===== src/sv/itp_pkg.sv =====
// ----------------------------------------------------------------------------
// itp_pkg
// Shared types, character constants and decode functions for the infix to
// postfix converter.
// ----------------------------------------------------------------------------
package itp_pkg;

   // character and stack entry widths
   localparam int CHAR_W = 8;
   localparam int CODE_W = 3;

   // special characters of the infix stream
   localparam logic [CHAR_W-1:0] CHAR_END  = 8'h23;  // '#'
   localparam logic [CHAR_W-1:0] CHAR_LPAR = 8'h28;  // '('
   localparam logic [CHAR_W-1:0] CHAR_RPAR = 8'h29;  // ')'
   localparam logic [CHAR_W-1:0] CHAR_MUL  = 8'h2A;  // '*'
   localparam logic [CHAR_W-1:0] CHAR_ADD  = 8'h2B;  // '+'
   localparam logic [CHAR_W-1:0] CHAR_SUB  = 8'h2D;  // '-'
   localparam logic [CHAR_W-1:0] CHAR_DIV  = 8'h2F;  // '/'

   // stack entry codes
   typedef enum logic [CODE_W-1:0] {
      CODE_MARK = 3'd0,
      CODE_LPAR = 3'd1,
      CODE_ADD  = 3'd2,
      CODE_SUB  = 3'd3,
      CODE_MUL  = 3'd4,
      CODE_DIV  = 3'd5
   } stack_code_type;

   // status codes carried by a result
   typedef enum logic [1:0] {
      ERR_NONE      = 2'd0,
      ERR_OVERFLOW  = 2'd1,
      ERR_UNMATCHED = 2'd2
   } err_type;

   // payload of one result before the last and done flags are known
   typedef struct packed {
      logic [CHAR_W-1:0] out_char;
      logic              char_valid;
      err_type           error_code;
   } rsp_data_type;

   // operator precedence, zero for the bottom marker and '('
   function automatic logic [1:0] code_prec(stack_code_type code);
      logic [1:0] p;
      case (code)
         CODE_ADD, CODE_SUB: p = 2'd1;
         CODE_MUL, CODE_DIV: p = 2'd2;
         default:            p = 2'd0;
      endcase
      return p;
   endfunction

   // character emitted for a popped operator
   function automatic logic [CHAR_W-1:0] code_char(stack_code_type code);
      logic [CHAR_W-1:0] ch;
      case (code)
         CODE_LPAR: ch = CHAR_LPAR;
         CODE_ADD:  ch = CHAR_ADD;
         CODE_SUB:  ch = CHAR_SUB;
         CODE_MUL:  ch = CHAR_MUL;
         CODE_DIV:  ch = CHAR_DIV;
         default:   ch = '0;
      endcase
      return ch;
   endfunction

   // stack code of an operator character
   function automatic stack_code_type op_code(logic [CHAR_W-1:0] ch);
      stack_code_type c;
      case (ch)
         CHAR_ADD: c = CODE_ADD;
         CHAR_SUB: c = CODE_SUB;
         CHAR_MUL: c = CODE_MUL;
         default:  c = CODE_DIV;
      endcase
      return c;
   endfunction

endpackage


===== src/sv/itp_req_if.sv =====
// ----------------------------------------------------------------------------
// itp_req_if
// Input channel: one infix character per transfer.
// ----------------------------------------------------------------------------
interface itp_req_if import itp_pkg::*; ();

   logic              valid;
   logic              ready;
   logic [CHAR_W-1:0] in_char;

   modport source (output valid, output in_char, input ready);
   modport sink   (input valid, input in_char, output ready);

endinterface


===== src/sv/itp_rsp_if.sv =====
// ----------------------------------------------------------------------------
// itp_rsp_if
// Result channel: one postfix character or status per transfer.
// ----------------------------------------------------------------------------
interface itp_rsp_if import itp_pkg::*; ();

   logic              valid;
   logic              ready;
   logic [CHAR_W-1:0] out_char;
   logic              char_valid;
   logic              last;
   logic              expr_done;
   logic [1:0]        error_code;

   modport source (output valid, output out_char, output char_valid, output last,
                   output expr_done, output error_code, input ready);
   modport sink   (input valid, input out_char, input char_valid, input last,
                   input expr_done, input error_code, output ready);

endinterface


===== src/sv/itp_ram.sv =====
// ----------------------------------------------------------------------------
// itp_ram
// Generic simple dual-port RAM, one write and one registered read port.
// ----------------------------------------------------------------------------
module itp_ram #(
   parameter int WIDTH = 8,
   parameter int DEPTH = 64
) (
   input  logic                     clock,
   input  logic                     wr_en,
   input  logic [$clog2(DEPTH)-1:0] wr_addr,
   input  logic [WIDTH-1:0]         wr_data,
   input  logic                     rd_en,
   input  logic [$clog2(DEPTH)-1:0] rd_addr,
   output logic [WIDTH-1:0]         rd_data
);

   logic [WIDTH-1:0] mem [DEPTH];
   logic [WIDTH-1:0] rd_data_ff;

   // write port
   always_ff @(posedge clock) begin
      if (wr_en) begin
         mem[wr_addr] <= wr_data;
      end
   end

   // registered read port
   always_ff @(posedge clock) begin
      if (rd_en) begin
         rd_data_ff <= mem[rd_addr];
      end
   end

   assign rd_data = rd_data_ff;

endmodule


===== src/sv/infix_to_postfix_converter.sv =====
// ----------------------------------------------------------------------------
// infix_to_postfix_converter
// Shunting-yard conversion of an infix character stream into postfix, with
// the operator stack held in a RAM and its top cached in a register.
// ----------------------------------------------------------------------------
// One character is taken per transfer. While idle, the first character opens
// an expression and gives no result. An operand, a push of '(' or of an
// operator, or an error status is accepted and then evaluated. Every pop
// reads the new top from the stack RAM, whose read port is registered, and
// loads it before the next decision. A final result left in the hold stage
// is released from a flush state. Results leave through an output register
// and a one-entry hold stage that marks the final result of each item; a
// result waiting on a stalled output channel holds the sequencer in place.
// The stack holds STACK_DEPTH entries, the bottom marker included; a push
// onto a full stack is dropped and reported as overflow.
module infix_to_postfix_converter import itp_pkg::*; #(
   parameter int STACK_DEPTH = 64
) (
   input  logic      clock,
   input  logic      reset,
   itp_req_if.sink   req_bus,
   itp_rsp_if.source rsp_bus
);

   localparam int AW = (STACK_DEPTH > 1) ? $clog2(STACK_DEPTH) : 1;
   localparam int CW = $clog2(STACK_DEPTH + 1);

   typedef enum logic [3:0] {
      S_IDLE  = 4'b0001,
      S_EVAL  = 4'b0010,
      S_READ  = 4'b0100,
      S_FLUSH = 4'b1000
   } state_type;

   state_type         state_ff,    state_in;
   logic              open_ff,     open_in;
   logic [CW-1:0]     count_ff,    count_in;
   stack_code_type    top_ff,      top_in;
   logic [CHAR_W-1:0] char_ff,     char_in;
   logic              stop_ff,     stop_in;
   logic              pend_vld_ff, pend_vld_in;
   rsp_data_type      pend_ff,     pend_in;
   logic              out_vld_ff,  out_vld_in;
   rsp_data_type      out_ff,      out_in;
   logic              out_last_ff, out_last_in;
   logic              out_done_ff, out_done_in;

   logic              ram_wr_en;
   logic [AW-1:0]     ram_wr_addr;
   logic [CODE_W-1:0] ram_wr_data;
   logic              ram_rd_en;
   logic [AW-1:0]     ram_rd_addr;
   logic [CODE_W-1:0] ram_rd_data;

   logic              out_free;
   logic              req_xfer;
   logic              is_end, is_lpar, is_rpar, is_op;
   stack_code_type    new_code;
   logic              stack_full;
   logic [CW-1:0]     count_m1, count_m2;

   // per-step decision in the evaluate state
   logic              do_pop, do_push, term, r_vld, fire;
   rsp_data_type      r_data;

   itp_ram #(
      .WIDTH (CODE_W),
      .DEPTH (STACK_DEPTH)
   ) u_stack (
      .clock   (clock),
      .wr_en   (ram_wr_en),
      .wr_addr (ram_wr_addr),
      .wr_data (ram_wr_data),
      .rd_en   (ram_rd_en),
      .rd_addr (ram_rd_addr),
      .rd_data (ram_rd_data)
   );

   // character classes and stack arithmetic
   assign is_end     = (char_ff == CHAR_END);
   assign is_lpar    = (char_ff == CHAR_LPAR);
   assign is_rpar    = (char_ff == CHAR_RPAR);
   assign is_op      = (char_ff == CHAR_ADD) || (char_ff == CHAR_SUB) ||
                       (char_ff == CHAR_MUL) || (char_ff == CHAR_DIV);
   assign new_code   = is_lpar ? CODE_LPAR : op_code(char_ff);
   assign stack_full = (count_ff >= CW'(STACK_DEPTH));
   assign count_m1   = count_ff - CW'(1);
   assign count_m2   = count_ff - CW'(2);

   assign out_free = !out_vld_ff || rsp_bus.ready;
   assign req_bus.ready = (state_ff == S_IDLE);
   assign req_xfer = req_bus.valid && req_bus.ready;

   // shunting-yard step on the cached stack top
   always_comb begin
      do_pop  = 1'b0;
      do_push = 1'b0;
      term    = 1'b0;
      r_vld   = 1'b0;
      r_data  = '{out_char: '0, char_valid: 1'b0, error_code: ERR_NONE};
      if (is_end) begin
         if (top_ff != CODE_MARK) begin
            do_pop = 1'b1;
            if (top_ff != CODE_LPAR) begin
               r_vld  = 1'b1;
               r_data = '{out_char: code_char(top_ff), char_valid: 1'b1,
                          error_code: ERR_NONE};
            end
         end else begin
            term  = 1'b1;
            r_vld = !pend_vld_ff;
         end
      end else if (is_rpar) begin
         if (top_ff == CODE_MARK) begin
            term   = 1'b1;
            r_vld  = 1'b1;
            r_data.error_code = ERR_UNMATCHED;
         end else if (top_ff == CODE_LPAR) begin
            do_pop = 1'b1;
         end else begin
            do_pop = 1'b1;
            r_vld  = 1'b1;
            r_data = '{out_char: code_char(top_ff), char_valid: 1'b1,
                       error_code: ERR_NONE};
         end
      end else if (is_op && code_prec(top_ff) != 2'd0 &&
                   code_prec(top_ff) >= code_prec(new_code)) begin
         do_pop = 1'b1;
         r_vld  = 1'b1;
         r_data = '{out_char: code_char(top_ff), char_valid: 1'b1,
                    error_code: ERR_NONE};
      end else if (is_op || is_lpar) begin
         term = 1'b1;
         if (stack_full) begin
            r_vld = 1'b1;
            r_data.error_code = ERR_OVERFLOW;
         end else begin
            do_push = 1'b1;
         end
      end else begin
         term   = 1'b1;
         r_vld  = 1'b1;
         r_data = '{out_char: char_ff, char_valid: 1'b1, error_code: ERR_NONE};
      end
      // a result that must go to the output register waits for a free slot
      fire = !(r_vld && (pend_vld_ff || term) && !out_free);
   end

   // sequencer
   always_comb begin
      state_in    = state_ff;
      open_in     = open_ff;
      count_in    = count_ff;
      top_in      = top_ff;
      char_in     = char_ff;
      stop_in     = stop_ff;
      pend_vld_in = pend_vld_ff;
      pend_in     = pend_ff;
      out_vld_in  = out_vld_ff && !rsp_bus.ready;
      out_in      = out_ff;
      out_last_in = out_last_ff;
      out_done_in = out_done_ff;
      ram_wr_en   = 1'b0;
      ram_wr_addr = count_ff[AW-1:0];
      ram_wr_data = CODE_W'(new_code);
      ram_rd_en   = 1'b0;
      ram_rd_addr = count_m2[AW-1:0];

      case (state_ff)
         S_IDLE: begin
            if (req_xfer) begin
               if (!open_ff) begin
                  // opening character lays down the bottom marker
                  open_in     = 1'b1;
                  count_in    = CW'(1);
                  top_in      = CODE_MARK;
                  ram_wr_en   = 1'b1;
                  ram_wr_addr = '0;
                  ram_wr_data = CODE_W'(CODE_MARK);
               end else begin
                  char_in  = req_bus.in_char;
                  stop_in  = 1'b0;
                  state_in = S_EVAL;
               end
            end
         end

         S_EVAL: begin
            if (fire) begin
               // route the new result to the output register or through the hold stage
               if (r_vld) begin
                  if (pend_vld_ff) begin
                     out_vld_in  = 1'b1;
                     out_in      = pend_ff;
                     out_last_in = 1'b0;
                     out_done_in = 1'b0;
                     pend_in     = r_data;
                  end else if (term) begin
                     out_vld_in  = 1'b1;
                     out_in      = r_data;
                     out_last_in = 1'b1;
                     out_done_in = is_end;
                  end else begin
                     pend_vld_in = 1'b1;
                     pend_in     = r_data;
                  end
               end
               if (do_pop) begin
                  count_in  = count_m1;
                  ram_rd_en = 1'b1;
                  stop_in   = is_rpar && (top_ff == CODE_LPAR);
                  state_in  = S_READ;
               end else begin
                  if (do_push) begin
                     ram_wr_en = 1'b1;
                     top_in    = new_code;
                     count_in  = count_ff + CW'(1);
                  end
                  if (is_end) begin
                     open_in  = 1'b0;
                     count_in = '0;
                  end
                  state_in = (pend_vld_ff || pend_vld_in) ? S_FLUSH : S_IDLE;
               end
            end
         end

         S_READ: begin
            top_in   = stack_code_type'(ram_rd_data);
            state_in = stop_ff ? S_FLUSH : S_EVAL;
         end

         S_FLUSH: begin
            // release the held result as the final one of the item
            if (!pend_vld_ff) begin
               state_in = S_IDLE;
            end else if (out_free) begin
               out_vld_in  = 1'b1;
               out_in      = pend_ff;
               out_last_in = 1'b1;
               out_done_in = is_end;
               pend_vld_in = 1'b0;
               state_in    = S_IDLE;
            end
         end

         default: begin
            state_in = S_IDLE;
         end
      endcase
   end

   // control registers
   always_ff @(posedge clock) begin
      if (reset) begin
         state_ff    <= S_IDLE;
         open_ff     <= 1'b0;
         count_ff    <= '0;
         stop_ff     <= 1'b0;
         pend_vld_ff <= 1'b0;
         out_vld_ff  <= 1'b0;
      end else begin
         state_ff    <= state_in;
         open_ff     <= open_in;
         count_ff    <= count_in;
         stop_ff     <= stop_in;
         pend_vld_ff <= pend_vld_in;
         out_vld_ff  <= out_vld_in;
      end
   end

   // payload registers
   always_ff @(posedge clock) begin
      top_ff      <= top_in;
      char_ff     <= char_in;
      pend_ff     <= pend_in;
      out_ff      <= out_in;
      out_last_ff <= out_last_in;
      out_done_ff <= out_done_in;
   end

   // result channel
   assign rsp_bus.valid      = out_vld_ff;
   assign rsp_bus.out_char   = out_ff.out_char;
   assign rsp_bus.char_valid = out_ff.char_valid;
   assign rsp_bus.error_code = out_ff.error_code;
   assign rsp_bus.last       = out_last_ff;
   assign rsp_bus.expr_done  = out_done_ff;

endmodule


===== src/flat_wrapper.sv =====
// flat-port wrapper written by rule: the top's interface ports become plain ports
module infix_to_postfix_converter_flat import itp_pkg::*;
#(
   parameter int STACK_DEPTH = 64
)
  (clock, reset, req_bus_valid, req_bus_in_char, req_bus_ready, rsp_bus_valid, rsp_bus_out_char, rsp_bus_char_valid, rsp_bus_last, rsp_bus_expr_done, rsp_bus_error_code, rsp_bus_ready);
  itp_req_if req_bus_i ();
  itp_rsp_if rsp_bus_i ();
  input  logic clock;
  input  logic reset;
  input wire logic [$bits(req_bus_i.valid)-1:0] req_bus_valid;
  input wire logic [$bits(req_bus_i.in_char)-1:0] req_bus_in_char;
  output wire logic [$bits(req_bus_i.ready)-1:0] req_bus_ready;
  output wire logic [$bits(rsp_bus_i.valid)-1:0] rsp_bus_valid;
  output wire logic [$bits(rsp_bus_i.out_char)-1:0] rsp_bus_out_char;
  output wire logic [$bits(rsp_bus_i.char_valid)-1:0] rsp_bus_char_valid;
  output wire logic [$bits(rsp_bus_i.last)-1:0] rsp_bus_last;
  output wire logic [$bits(rsp_bus_i.expr_done)-1:0] rsp_bus_expr_done;
  output wire logic [$bits(rsp_bus_i.error_code)-1:0] rsp_bus_error_code;
  input wire logic [$bits(rsp_bus_i.ready)-1:0] rsp_bus_ready;
  assign req_bus_i.valid = req_bus_valid;
  assign req_bus_i.in_char = req_bus_in_char;
  assign req_bus_ready = req_bus_i.ready;
  assign rsp_bus_valid = rsp_bus_i.valid;
  assign rsp_bus_out_char = rsp_bus_i.out_char;
  assign rsp_bus_char_valid = rsp_bus_i.char_valid;
  assign rsp_bus_last = rsp_bus_i.last;
  assign rsp_bus_expr_done = rsp_bus_i.expr_done;
  assign rsp_bus_error_code = rsp_bus_i.error_code;
  assign rsp_bus_i.ready = rsp_bus_ready;
  infix_to_postfix_converter #(.STACK_DEPTH(STACK_DEPTH)) u_core (.clock(clock), .reset(reset), .req_bus(req_bus_i), .rsp_bus(rsp_bus_i));
endmodule

===== config.mk =====
export PLATFORM = sky130hd
export DESIGN_NAME = infix_to_postfix_converter_flat
export DESIGN_NICKNAME = d
export VERILOG_FILES = /design/src/sv/itp_pkg.sv /design/src/sv/itp_req_if.sv /design/src/sv/itp_rsp_if.sv /design/src/sv/itp_ram.sv /design/src/sv/infix_to_postfix_converter.sv /design/src/flat_wrapper.sv
export SDC_FILE = /design/constraint.sdc
export NUM_CORES = 1
export LEC_CHECK = 0
export BUFFER_PORTS_ARGS = -buffer_cell sky130_fd_sc_hd__buf_2
export CORE_ASPECT_RATIO = 1.1
export CORE_UTILIZATION = 24
export DETAILED_ROUTE_END_ITERATION = 10
export GPL_ROUTABILITY_DRIVEN = 0
export PLACE_DENSITY = 0.47
export REMOVE_ABC_BUFFERS = 1
export SLEW_MARGIN = 30
export SYNTH_ARGS = -nofsm -noshare
export SYNTH_HDL_FRONTEND = slang
export SYNTH_SLANG_ARGS = --single-unit

===== constraint.sdc =====
create_clock -name clock -period 5.6 [get_ports clock]
set_input_delay 0.28 -clock clock [delete_from_list [all_inputs] [get_ports clock]]
set_output_delay 0.28 -clock clock [all_outputs]
set_load 0.02 [all_outputs]

## Word level (Yosys, flattened, before mapping)

Memory sizes are Yosys's and may differ from the RTL's. A register that Yosys moved wholly into a read port is not among the register bits.
Cells that the tools add are included.

- Flip-flop bits (word level): 50
- Memory bits (writable): 192
- Input port bits: 12
- Output and inout bits: 15
- Logic and storage cells: 229
- Memories kept: 1

Memory list:

| name | words | bits a word | rd ports | clocked after memory_dff | write ports | line | RTL |
|---|---|---|---|---|---|---|---|
| u_core.u_stack.mem | 64 | 3 | 1 | 1 | 1 | itp_ram.sv:18 | `logic [WIDTH-1:0] mem [DEPTH];` |

- Add/sub/neg operators: 3
- Order comparisons: 2
- Eq/ne operators: 36
- Mux-type cells: 133
- Bitwise gates (word level): 1
- Reductions and logical operators: 37

Operators by type and width:

| cell | count |
|---|---|
| 11-bit 2-to-1 mux | 13 |
| 1-bit 2-to-1 mux | 69 |
| 8-bit by 6-bit == test with 1-bit output (second input constant) | 7 |
| 7-bit 2-to-1 mux | 7 |
| 4-bit 2-to-1 mux | 8 |
| 6-bit case mux with 5 select lines | 1 |
| 3-bit 2-to-1 mux | 9 |
| 6-bit case mux with 4 select lines | 1 |
| 11-bit case mux with 2 select lines | 1 |
| 6-bit 2-to-1 mux | 3 |
| 9-bit 2-to-1 mux | 2 |
| 3-bit case mux with 3 select lines | 2 |
| 4-bit case mux with 4 select lines | 1 |
| 5-bit AND reduction | 3 |
| 2-bit by 1-bit != test with 1-bit output (second input constant) | 7 |
| 1-bit case mux with 2 select lines | 7 |
| 7-bit case mux with 2 select lines | 1 |
| 3-bit by 2-bit == test with 1-bit output (second input constant) | 4 |
| 3-bit == test (second input constant) | 4 |
| 2-bit 2-to-1 mux | 6 |
| 6-bit AND reduction | 2 |
| 2-bit != test (second input constant) | 5 |
| 2-bit case mux with 2 select lines | 2 |
| 4-bit AND reduction | 2 |
| other kinds (23) | 45 |

## Longest topological paths before layout

Gate-level depths: netlist of the first run.

- Depth in word-level cells: 23
- Gate-level depth with buffers: 14
- Depth with buffers taken out: 11

## By module

From an unflattened synthesis of the first run, not the netlist that was laid out.

- Cells, all modules: 746
- Area total of the unflattened synthesis: 11044.3 µm²

By module, submodules not included:

| module | instances | cells an instance | area each (µm²) | sequential area each (µm²) |
|---|---|---|---|---|
| itp_ram | 1 | 432 | 7945.1 | 5855.6 |
| infix_to_postfix_converter | 1 | 314 | 3099.2 | 1351.3 |

## Worst setup path after synthesis of the first run

Ideal clock, no wire load.

- Kind: register to register
- Start point: register u_core.char_ff[1]
- End point: register u_core.pend_ff[0] (netlist name) (enable)
- Library setup time: 0.441 ns
- Arrival: 4.093 ns
- Required time: 5.159 ns
- Path slack: 1.065 ns
- Cell stages (with the launch flop): 11
- Path buffers: 2
- Clock period less this slack: 4.535 ns
- Cell sequence: edfxtp_1 clkbuf_1 or3_1 a21oi_1 ha_1 o21ai_0 nor3_1 or4_1 buf_2 nand2_1 a2111oi_0

- Word-level cells in the longest chain between the ends: 18
- Elaborated cells on any way between the ends: 38
- Those cells by class: order compare: 1; eq/ne: 12; mux: 12; bitwise: 1; reduce/logical: 12

Ends and longest elaborated chain:

| element | line | RTL |
|---|---|---|
| start: declaration | infix_to_postfix_converter.sv:39 | `logic [CHAR_W-1:0] char_ff, char_in;` |
| start signal: assignment | infix_to_postfix_converter.sv:275 | `char_ff <= char_in;` |
| 8-bit by 6-bit == test with 1-bit output (on tied branches) | itp_pkg.sv:73, infix_to_postfix_converter.sv:84, infix_to_postfix_converter.sv:83 |  |
| 3-bit case mux with 3 select lines | itp_pkg.sv:73 | `case (ch)` |
| 3-bit 2-to-1 mux | infix_to_postfix_converter.sv:85 | `assign new_code = is_lpar ? CODE_LPAR : op_code(char_ff);` |
| 3-bit == test or 3-bit by 2-bit == test with 1-bit output (tied branches) | itp_pkg.sv:48 | `case (code)` |
| 2-bit OR reduction | itp_pkg.sv:48 |  |
| 2-bit case mux with 2 select lines | itp_pkg.sv:48 |  |
| 2-bit 2-to-1 mux | infix_to_postfix_converter.sv:113 | `end else if (is_rpar) begin` |
| 2-bit 2-to-1 mux | infix_to_postfix_converter.sv:101 | `if (is_end) begin` |
| 2-bit greater-or-equal comparator | infix_to_postfix_converter.sv:127 | `code_prec(top_ff) >= code_prec(new_code)) begin` |
| 1-bit logical AND | infix_to_postfix_converter.sv:126 | `end else if (is_op && code_prec(top_ff) != 2'd0 &&` |
| 1-bit 2-to-1 mux | infix_to_postfix_converter.sv:126 |  |
| 1-bit 2-to-1 mux | infix_to_postfix_converter.sv:113 |  |
| 1-bit 2-to-1 mux | infix_to_postfix_converter.sv:101 |  |
| 1-bit logical OR | infix_to_postfix_converter.sv:146 | `fire = !(r_vld && (pend_vld_ff \|\| term) && !out_free);` |
| 1-bit logical AND (2 in series) | infix_to_postfix_converter.sv:146 |  |
| 1-bit inverter (no line) | n/a |  |
| 4-bit AND reduction (no line) * | n/a |  |
| end signal: assignment | infix_to_postfix_converter.sv:276 | `pend_ff <= pend_in;` |
| end: declaration | infix_to_postfix_converter.sv:42 | `rsp_data_type pend_ff, pend_in;` |

Mark *: on every way between the ends. The rest lies on a longest branch, timed or not. The select of a mux whose other input is x is not followed.
A chain may end at the register's enable or synchronous reset.

## Worst setup path in the final report of the first run

- Start point: register u_core.char_ff[6]
- End point: memory u_core.u_stack.mem[7][0] (netlist name) (enable)

- Word-level cells in the longest chain between the ends: 20
- Elaborated cells on any way between the ends: 48
- Those cells by class: order compare: 1; eq/ne: 11; mux: 25; reduce/logical: 11

Ends and longest elaborated chain:

| element | line | RTL |
|---|---|---|
| 8-bit by 6-bit == test with 1-bit output (on tied branches) | itp_pkg.sv:73, infix_to_postfix_converter.sv:84, infix_to_postfix_converter.sv:83 |  |
| 3-bit case mux with 3 select lines | itp_pkg.sv:73 |  |
| 3-bit 2-to-1 mux | infix_to_postfix_converter.sv:85 |  |
| 3-bit == test or 3-bit by 2-bit == test with 1-bit output (tied branches) | itp_pkg.sv:48 |  |
| 2-bit OR reduction | itp_pkg.sv:48 |  |
| 2-bit case mux with 2 select lines | itp_pkg.sv:48 |  |
| 2-bit 2-to-1 mux | infix_to_postfix_converter.sv:113 |  |
| 2-bit 2-to-1 mux | infix_to_postfix_converter.sv:101 |  |
| [... 3 more ...] | n/a |  |
| 1-bit 2-to-1 mux | infix_to_postfix_converter.sv:113 |  |
| 1-bit 2-to-1 mux | infix_to_postfix_converter.sv:101 |  |
| 1-bit logical OR | infix_to_postfix_converter.sv:146 |  |
| 1-bit logical AND (2 in series) | infix_to_postfix_converter.sv:146 |  |
| 1-bit 2-to-1 mux * | infix_to_postfix_converter.sv:189 | `if (fire) begin` |
| 1-bit case mux with 2 select lines * | infix_to_postfix_converter.sv:169 | `case (state_ff)` |
| 1-bit 2-to-1 mux * | itp_ram.sv:23 | `if (wr_en) begin` |
| 1-bit 2-to-1 mux (not written as such) * | itp_ram.sv:24 | `mem[wr_addr] <= wr_data;` |
| end: declaration | itp_ram.sv:18 |  |

Marks and branches as above.

==> impl_results.md, run 1 <==
- CP max FO: 8
- Design area: 0.0126 sq mm
- Worst endpoint required time: 5820 ps
- Sequential-to-total area share from yosys stat: between 60% and 70%
- Asr flop ratio synth: 0%
- Hold Violations, Final: 0
- Post-Syn Instances: 685
- Cell Area, Synth: about 0.011 sq mm
- Startpoint types: register
- Internal power: 3550 uW
- Detailed Place HPWL: roughly 16000 um
- Post-synth EDFFs: 230
- Sw Share: ~25%
- Cell Rows: 80
- Postcts setup bufs: 0
- CTS Sinks: 245
- Initial antenna violation count: 0
- Register area: 0.00721 sq mm
- Number of I/O pins: 27
- Root buffer cell: clkbuf_16
- Share of cells above drive strength 1: between 20% and 30%
- Worst min path class: in -> reg
- Synth top area share: around 65%
- Vias in the first global route: 6363
- Clock latency on the worst-skew pair: roughly 550 ps
- Clk pwr share: between 30% and 40%
- Max cap viols: 0
- Multi-input logic area: 0.00332 sq mm
- # resized after CTS: 0
- Number of diodes: 0
- Gr ovfl total: 0
- Area after DPL: roughly 0.012 sq mm
- Vias: 6035
- Die area: around 0.045 sq mm
- DRC Markers: 0
- Compound-Gate Fraction of Synth Area: 4.93%
- Post-synthesis simple-gate area fraction: 10.2%
- Post-synthesis xor/xnor area fraction: 0.902%
- Die Y: approximately 220 um
- Area of the core: 0.0436 sq mm
- Area delta synth->final: 17.6%
- Yosys warning count: 0
- Least-Margin Pin Slew: slightly below 900 ps
- Filler instances: 4425
- Comb pwr share: 14.5%
- Max_slew headroom: between 40% and 50%
- Avg WL per Cell: approximately 19 um
- Placed insts: approximately 1300
- Pleak: approximately 0.0038 uW
- Layout Skew: 12.2 ps
- Register share of total power: 46.4%
- Mux share of post-synthesis cell area: between 10% and 20%
- CTS tree: done
- Starting density of the core: approximately a quarter
- Pins Over Slew Limit: 0
- Count of input and output buffers: 26
- Width of the die: approximately 200 um
- Final setup fails: 0
- # nets final: roughly 750
- Most used flip-flop cell after synthesis: edfxtp_1
- Total global-route track usage: between 10% and 20%
- WL final: 25100 um
- Fin crit period: 4480 ps
- P_sw: 1210 uW
- Synth area leader: edfxtp_1
- Final Instance Count excl. Fillers: between 1000 and 1500
- Cell Pwr Density: around 380 mW/mm^2
- Max VDD drop: 199 uV
- Iteration count of the initial detailed-routing pass: 4
- Outcome: complete, no violations
- Setup Crit Path Kind: reg -> reg
- Achievable Freq: about 220 MHz
- Antenna-violating nets left: 0
- Setup TNS: 0 ps
- Largest net degree at the start of global routing: 65
- Longest Clk Path Bufs: 3
- Distinct cell type count after synthesis: 59
- Largest family of logic cells by synthesized area: multiplexers
- H-tree depth: 1
- RSZ-0062 raised after global routing: false
- Flops & latches, synth: approximately 250
- Syn avg cell area: 15.6 sq um
- Number of buffers created by CTS: 28
- CP endpoint kind: register
- First-pass GRT wire length: 38700 um
- Top post-synthesis cells by area: edfxtp_1, mux4_2, nor2_1, dfxtp_1, nand2_1
- CTS clk-pin slew, worst paths: ~60 ps
- Post-Synth Adder-Cell Area: around 1.3%
- Period utilization: 80.0%
- Arrival time at the worst endpoint: roughly 4700 ps
- Vias per std cell: 4.58
- Initial drt markers: ~300
[power groups by stage]
stage / Sequential (uW) / Combinational [uW] / Clock [uW]
detailed placement: 2290 / 646 / 0
global placement: 2290 / 654 / 0
global route: 2220 / 762 / 1980
floorplan: 2280 / 429 / 0
finish: 2210 / 691 / 1870
CTS: 2250 / 654 / 1920
[through the flow]
stage / utilization [%] / hold slack [ps] / total power [uW] / setup WS (ps)
4_1_cts: 28.7 / 64.8 / 4820 / 1100
3_5_place_dp: 26.4 / 463 / 2940 / 1140
2_1_floorplan: - / 345 / 2700 / 1130
5_1_grt: 28.8 / 93.9 / 4960 / 793
6_report: 28.8 / 78.2 / 4770 / 1120
3_3_place_gp: 26.3 / 462 / 2940 / 1230
[cells by family (layout without fill, tap and decap cells)]
kind of cell    after synthesis  in the layout
flops                       245            245
simple gates                224            224
compound gates               77             77
mux                          67             67
buf+inv                      50            108
fa+ha+maj                    11             11
xor+xnor                     11             11
[flip-flops by register name, indices dropped and copies added (netlist names), 2 cells and up]
name                       cells
u_core.count_ff                7
u_core.u_stack.mem           192
u_core.pend_ff                11
u_core.char_ff                 8
u_core.rsp_bus.error_code      2
u_core.rsp_bus.out_char        8
u_core.state_ff                4
u_core.u_stack.rd_data         3
u_core.top_ff                  3
[repair_timing]
item | 4_1_cts | 5_1_grt
hold endpoints to repair | 8 | 0
hold buffers | 8 | 0
setup endpoints to repair | 0 | 0
[layout make-up]
type / count / share of cell area [%]
clock buffer: 31 / 5.67
clock inverter: 20 / 1.90
inverter: 13 / 0.389
multi-input combinational: 390 / 26.5
sequential: 245 / 57.4
tap: 574 / 5.72
timing repair buffer: 44 / 2.43
[synthesized netlist by cell type, drive strengths merged, types with 3 or more instances]
cell type	n
nor2b	6
or3	6
buf	11
a21oi	25
a211oi	7
mux2i	4
nand3	11
o21ai	15
nor4b	6
xor2	5
nand2b	5
and3	4
or4	3
dfxtp	15
nand4	4
nor3	15
clkbuf	26
mux2	3
a221oi	3
nand2	55
mux4	60
ha	11
a32oi	3
edfxtp	230
inv	13
o31ai	3
nor2	98
or4b	3
xnor2	6
[metal layers]
metal | part of all wire (%) | track usage (%) | vias to the layer above
li1 | - | - | 2762
met1 | 43 | 14.4 | 3101
met2 | 50 | 19.0 | 125
met3 | 3.9 | 1.77 | 47
met4 | 2.7 | 3.69 | 0
met5 | 0 | 0 | -
[placed cells by master, fill, tap and decap left out, drive strengths merged, types with 7 or more instances in the layout]
master / synthesis / final
a211oi: 7 / 7
dlygate4sd3: 0 / 8
ha: 11 / 11
nand3: 11 / 11
clkbuf: 26 / 31
mux4: 60 / 60
nor3: 15 / 15
o21ai: 15 / 15
inv: 13 / 14
buf: 11 / 36
nand2: 55 / 55
dfxtp: 15 / 15
a21oi: 25 / 25
clkinv: 0 / 12
edfxtp: 230 / 230
nor2: 98 / 98
[final timing paths]
kind	startpoint	end	slack (ps)	depth (start not counted)
setup / recovery	u_core.char_ff[6]	u_core.u_stack.mem[7][0]	1120	10
hold / removal	req_bus_valid	u_core.open_ff	80	3
setup reg to reg	u_core.char_ff[6]	u_core.u_stack.mem[7][0]	1120	10
hold reg to reg	u_core.pend_ff[8]	u_core.rsp_bus.out_char[5]	510	2
[critical path, cell delays in order (launching register included)]
cell and delay, ps:
edfxtp_1 430, nor4b_2 400, nand2_1 230, a21oi_1 390
ha_1 300, o21ai_0 350, nor3_1 130, or4_1 610
nor4_4 360, nand3_1 490, nor2_1 460
No activity file was read; power rests on OpenSTA's default activity.
==> run 2, diff against run 1 <==
Settings changed: PLACE_DENSITY 0.47 to 0.48.
Clock period 5.6 ns to 3.8 ns, I/O delays scaled along.
==> run 2 against run 1 <==
Compared with the run above:
- clock power up 44%
- sequential share of layout area down 1.3 points
- die area unchanged
- sequential power up 47%
- cell area up 2.3%
- combinational power up 55%
- flip-flop and latch count unchanged
- via count up 0.28%
- non-clock buffer count up 40
- cell count up 3.1%
- critical endpoint is now u_core.u_stack.mem[51][0]
- largest cell class unchanged
- largest power group unchanged
==> impl_results.md, run 2 (synthesized netlist as in run 1, its figures left out) <==
- Outcome: complete, no violations (unchanged)
- # nets final: 785 (was 745)
- Startpoint types: register (unchanged)
- Longest Clk Path Bufs: 3 (unchanged)
- Initial drt markers: 337 (was 301)
- Layout Skew: 27.6 ps (was 12.2 ps)
- HP Start: rsp_bus_ready (was req_bus_valid)
- CTS tree: done (unchanged)
- Pins Over Slew Limit: 0 (unchanged)
- Period utilization: 93.2% (was 80.0%)
- Fin crit period: 3540 ps (was 4480 ps)
- Post-Place Setup Slack: -50.8 ps (was 1140 ps)
- Design area: 0.0129 sq mm (was 0.0126 sq mm)
- Length in cells of the worst reg-to-reg path: 11 (was 10)
- Vias in the first global route: 6407 (was 6363)
- Final setup fails: 0 (unchanged)
- Arrival time at the worst endpoint: 3780 ps (was 4700 ps)
- Vias per std cell: 4.46 (was 4.58)
- Filler instances: 4403 (was 4425)
- GR Util met1: 14.2% (was 14.4%)
- CP max FO: 6 (was 8)
- Total global-route track usage: 10.9% (was 11.1%)
- Most common cell after layout, fill and taps aside: edfxtp_1 (unchanged)
- Hold Violations, Final: 0 (unchanged)
- Setup Crit Path Kind: reg -> reg (unchanged)
- Top Registers: u_core.u_stack.mem x192, u_core.pend_ff x11 (unchanged)
- WL final: 24600 um (was 25100 um)
- Cell Rows: 80 (unchanged)
- Cell Pwr Density: 546 mW/mm^2 (was 380 mW/mm^2)
- H-tree depth: 1 (unchanged)
- Number of buffers created by CTS: 28 (unchanged)
- Die Y: 223 um (unchanged)
- Most frequent cells in the layout: edfxtp_1, nor2_1, mux4_2 (unchanged)
- Area delta synth->final: 20.3% (was 17.6%)
- Pleak: 0.00395 uW (was 0.00379 uW)
- Iteration count of the initial detailed-routing pass: 4 (unchanged)
- Die area: 0.0453 sq mm (unchanged)
- Area of the core: 0.0436 sq mm (unchanged)
- Largest register FFs: 192 (unchanged)
- Max_slew headroom: 42.9% (was 41.5%)
- Starting density of the core: 24.5% (unchanged)
- CP endpoint kind: register (unchanged)
- Achievable Freq: 282 MHz (was 223 MHz)
- CTS Sinks: 245 (unchanged)
- Register area: 0.00721 sq mm (unchanged)
- Share of cells above drive strength 1: 27.0% (was 22.9%)
- Final setup margin: 260 ps (was 1120 ps)
- Initial antenna violation count: 0 (unchanged)
- Vias: 6052 (was 6035)
- Width of the die: 203 um (unchanged)
- Detailed Place HPWL: 16300 um (was 16000 um)
- Multi-input logic area: 0.00334 sq mm (was 0.00332 sq mm)
- Worst min path class: in -> reg (unchanged)
- Antenna-violating nets left: 0 (unchanged)
- Worst endpoint required time: 4040 ps (was 5820 ps)
- RSZ-0062 raised after global routing: false (unchanged)
- Count of input and output buffers: 26 (unchanged)
- Root buffer cell: clkbuf_16 (unchanged)
- Least-Margin Pin Slew: 854 ps (was 875 ps)
- Grt met3 use: 1.80% (was 1.77%)
- First-pass GRT wire length: 38100 um (was 38700 um)
- Top Usage Layer GRT: met2 (unchanged)
- DRC Markers: 0 (unchanged)
- Worst setup path start: u_core.char_ff[6] (unchanged)
- Biggest register: u_core.u_stack.mem (unchanged)
- Clock latency on the worst-skew pair: 570 ps (was 550 ps)
- Hold Path Depth: 4 (was 3)
- Avg WL per Cell: 18.1 um (was 19.1 um)
- Max VDD drop: 262 uV (was 199 uV)
- Final hold slack: 27.6 ps (was 78.2 ps)
- Max cap viols: 0 (unchanged)
- Largest net degree at the start of global routing: 65 (unchanged)
- Met2 usage: 18.7% (was 19.0%)
- Number of I/O pins: 27 (unchanged)
- CTS clk-pin slew, worst paths: 60 ps (about the same)
- Gr ovfl total: 0 (unchanged)
- Area after DPL: 0.0118 sq mm (was 0.0115 sq mm)
- Number of diodes: 0 (unchanged)
- Worst R2R Start: u_core.char_ff[6] (unchanged)
-- run 2: changes by cell type in the layout (fill, tap and decap cells not counted), sizes merged --
cell	previous run	this run
dlygate4sd3	8	10
clkinv	12	5
buf	36	74
clkbuf	31	35
clkinvlp	2	8
bufinv	5	3
-- run 2: worst paths after layout --
kind | endpoint | slack [ps]
worst max-delay path | u_core.u_stack.mem[51][0] | 260
worst max register to register | u_core.u_stack.mem[51][0] | 260
worst min-delay path | u_core.rsp_bus.valid | 30
worst min register to register | u_core.rsp_bus.out_char[3] | 510
-- run 2: area by class of cell --
class	instances	share of cell area (%)
inverters	13	0.380
multi-input cells	390	26.0
flip-flops and latches	245	56.1
clock inverters	17	1.67
repair buffers	84	4.60
clock buffers	35	5.66
well taps	574	5.59
-- run 2: critical path: stages, from the launching register on --
cell      delay, ps
edfxtp_1        450
nor4b_4         350
nand2_1         150
nor2_1          170
ha_1            260
nor3b_2         280
nor3_1          120
or4_4           490
nor4_4          330
nand2_1         160
buf_4           220
nor2_1          230
-- run 2: layer usage --
| layer | vias up | wire length (um) |
|---|---|---|
| li1 | 2826 | - |
| met1 | 3070 | 10800 |
| met2 | 118 | 12200 |
| met3 | 38 | 893 |
| met4 | 0 | 597 |
| met5 | - | 0 |
-- run 2: power breakdown --
part           switching [uW]  internal [uW]  total [uW]  leakage, uW
Combinational             631            441        1070      0.00136
Sequential               94.0           3150        3240      0.00215
Clock                    1120           1580        2700     0.000427
Total                    1850           5170        7020      0.00395
-- run 2: stage by stage --
step | power, uW | setup TNS, ps | util (%) | instances
finish | 7020 | 0 | 29.4 | 1358
global route | 7300 | 0 | 29.4 | 1358
CTS | 7110 | 0 | 29.4 | 1358
detailed placement | 4380 | -1310 | 27.0 | 1296
global placement | 4390 | 0 | 27.0 | 1296
floorplan | 3990 | -31610 | - | 648
-- run 2: repair_timing --
action,4_1_cts,5_1_grt
buffers inserted,0,0
hold buffers,10,0
cloned,0,0
gates resized for setup,2,5
setup endpoints to repair,79,186
endpoints found under the hold margin,11,0
pin swaps,0,0
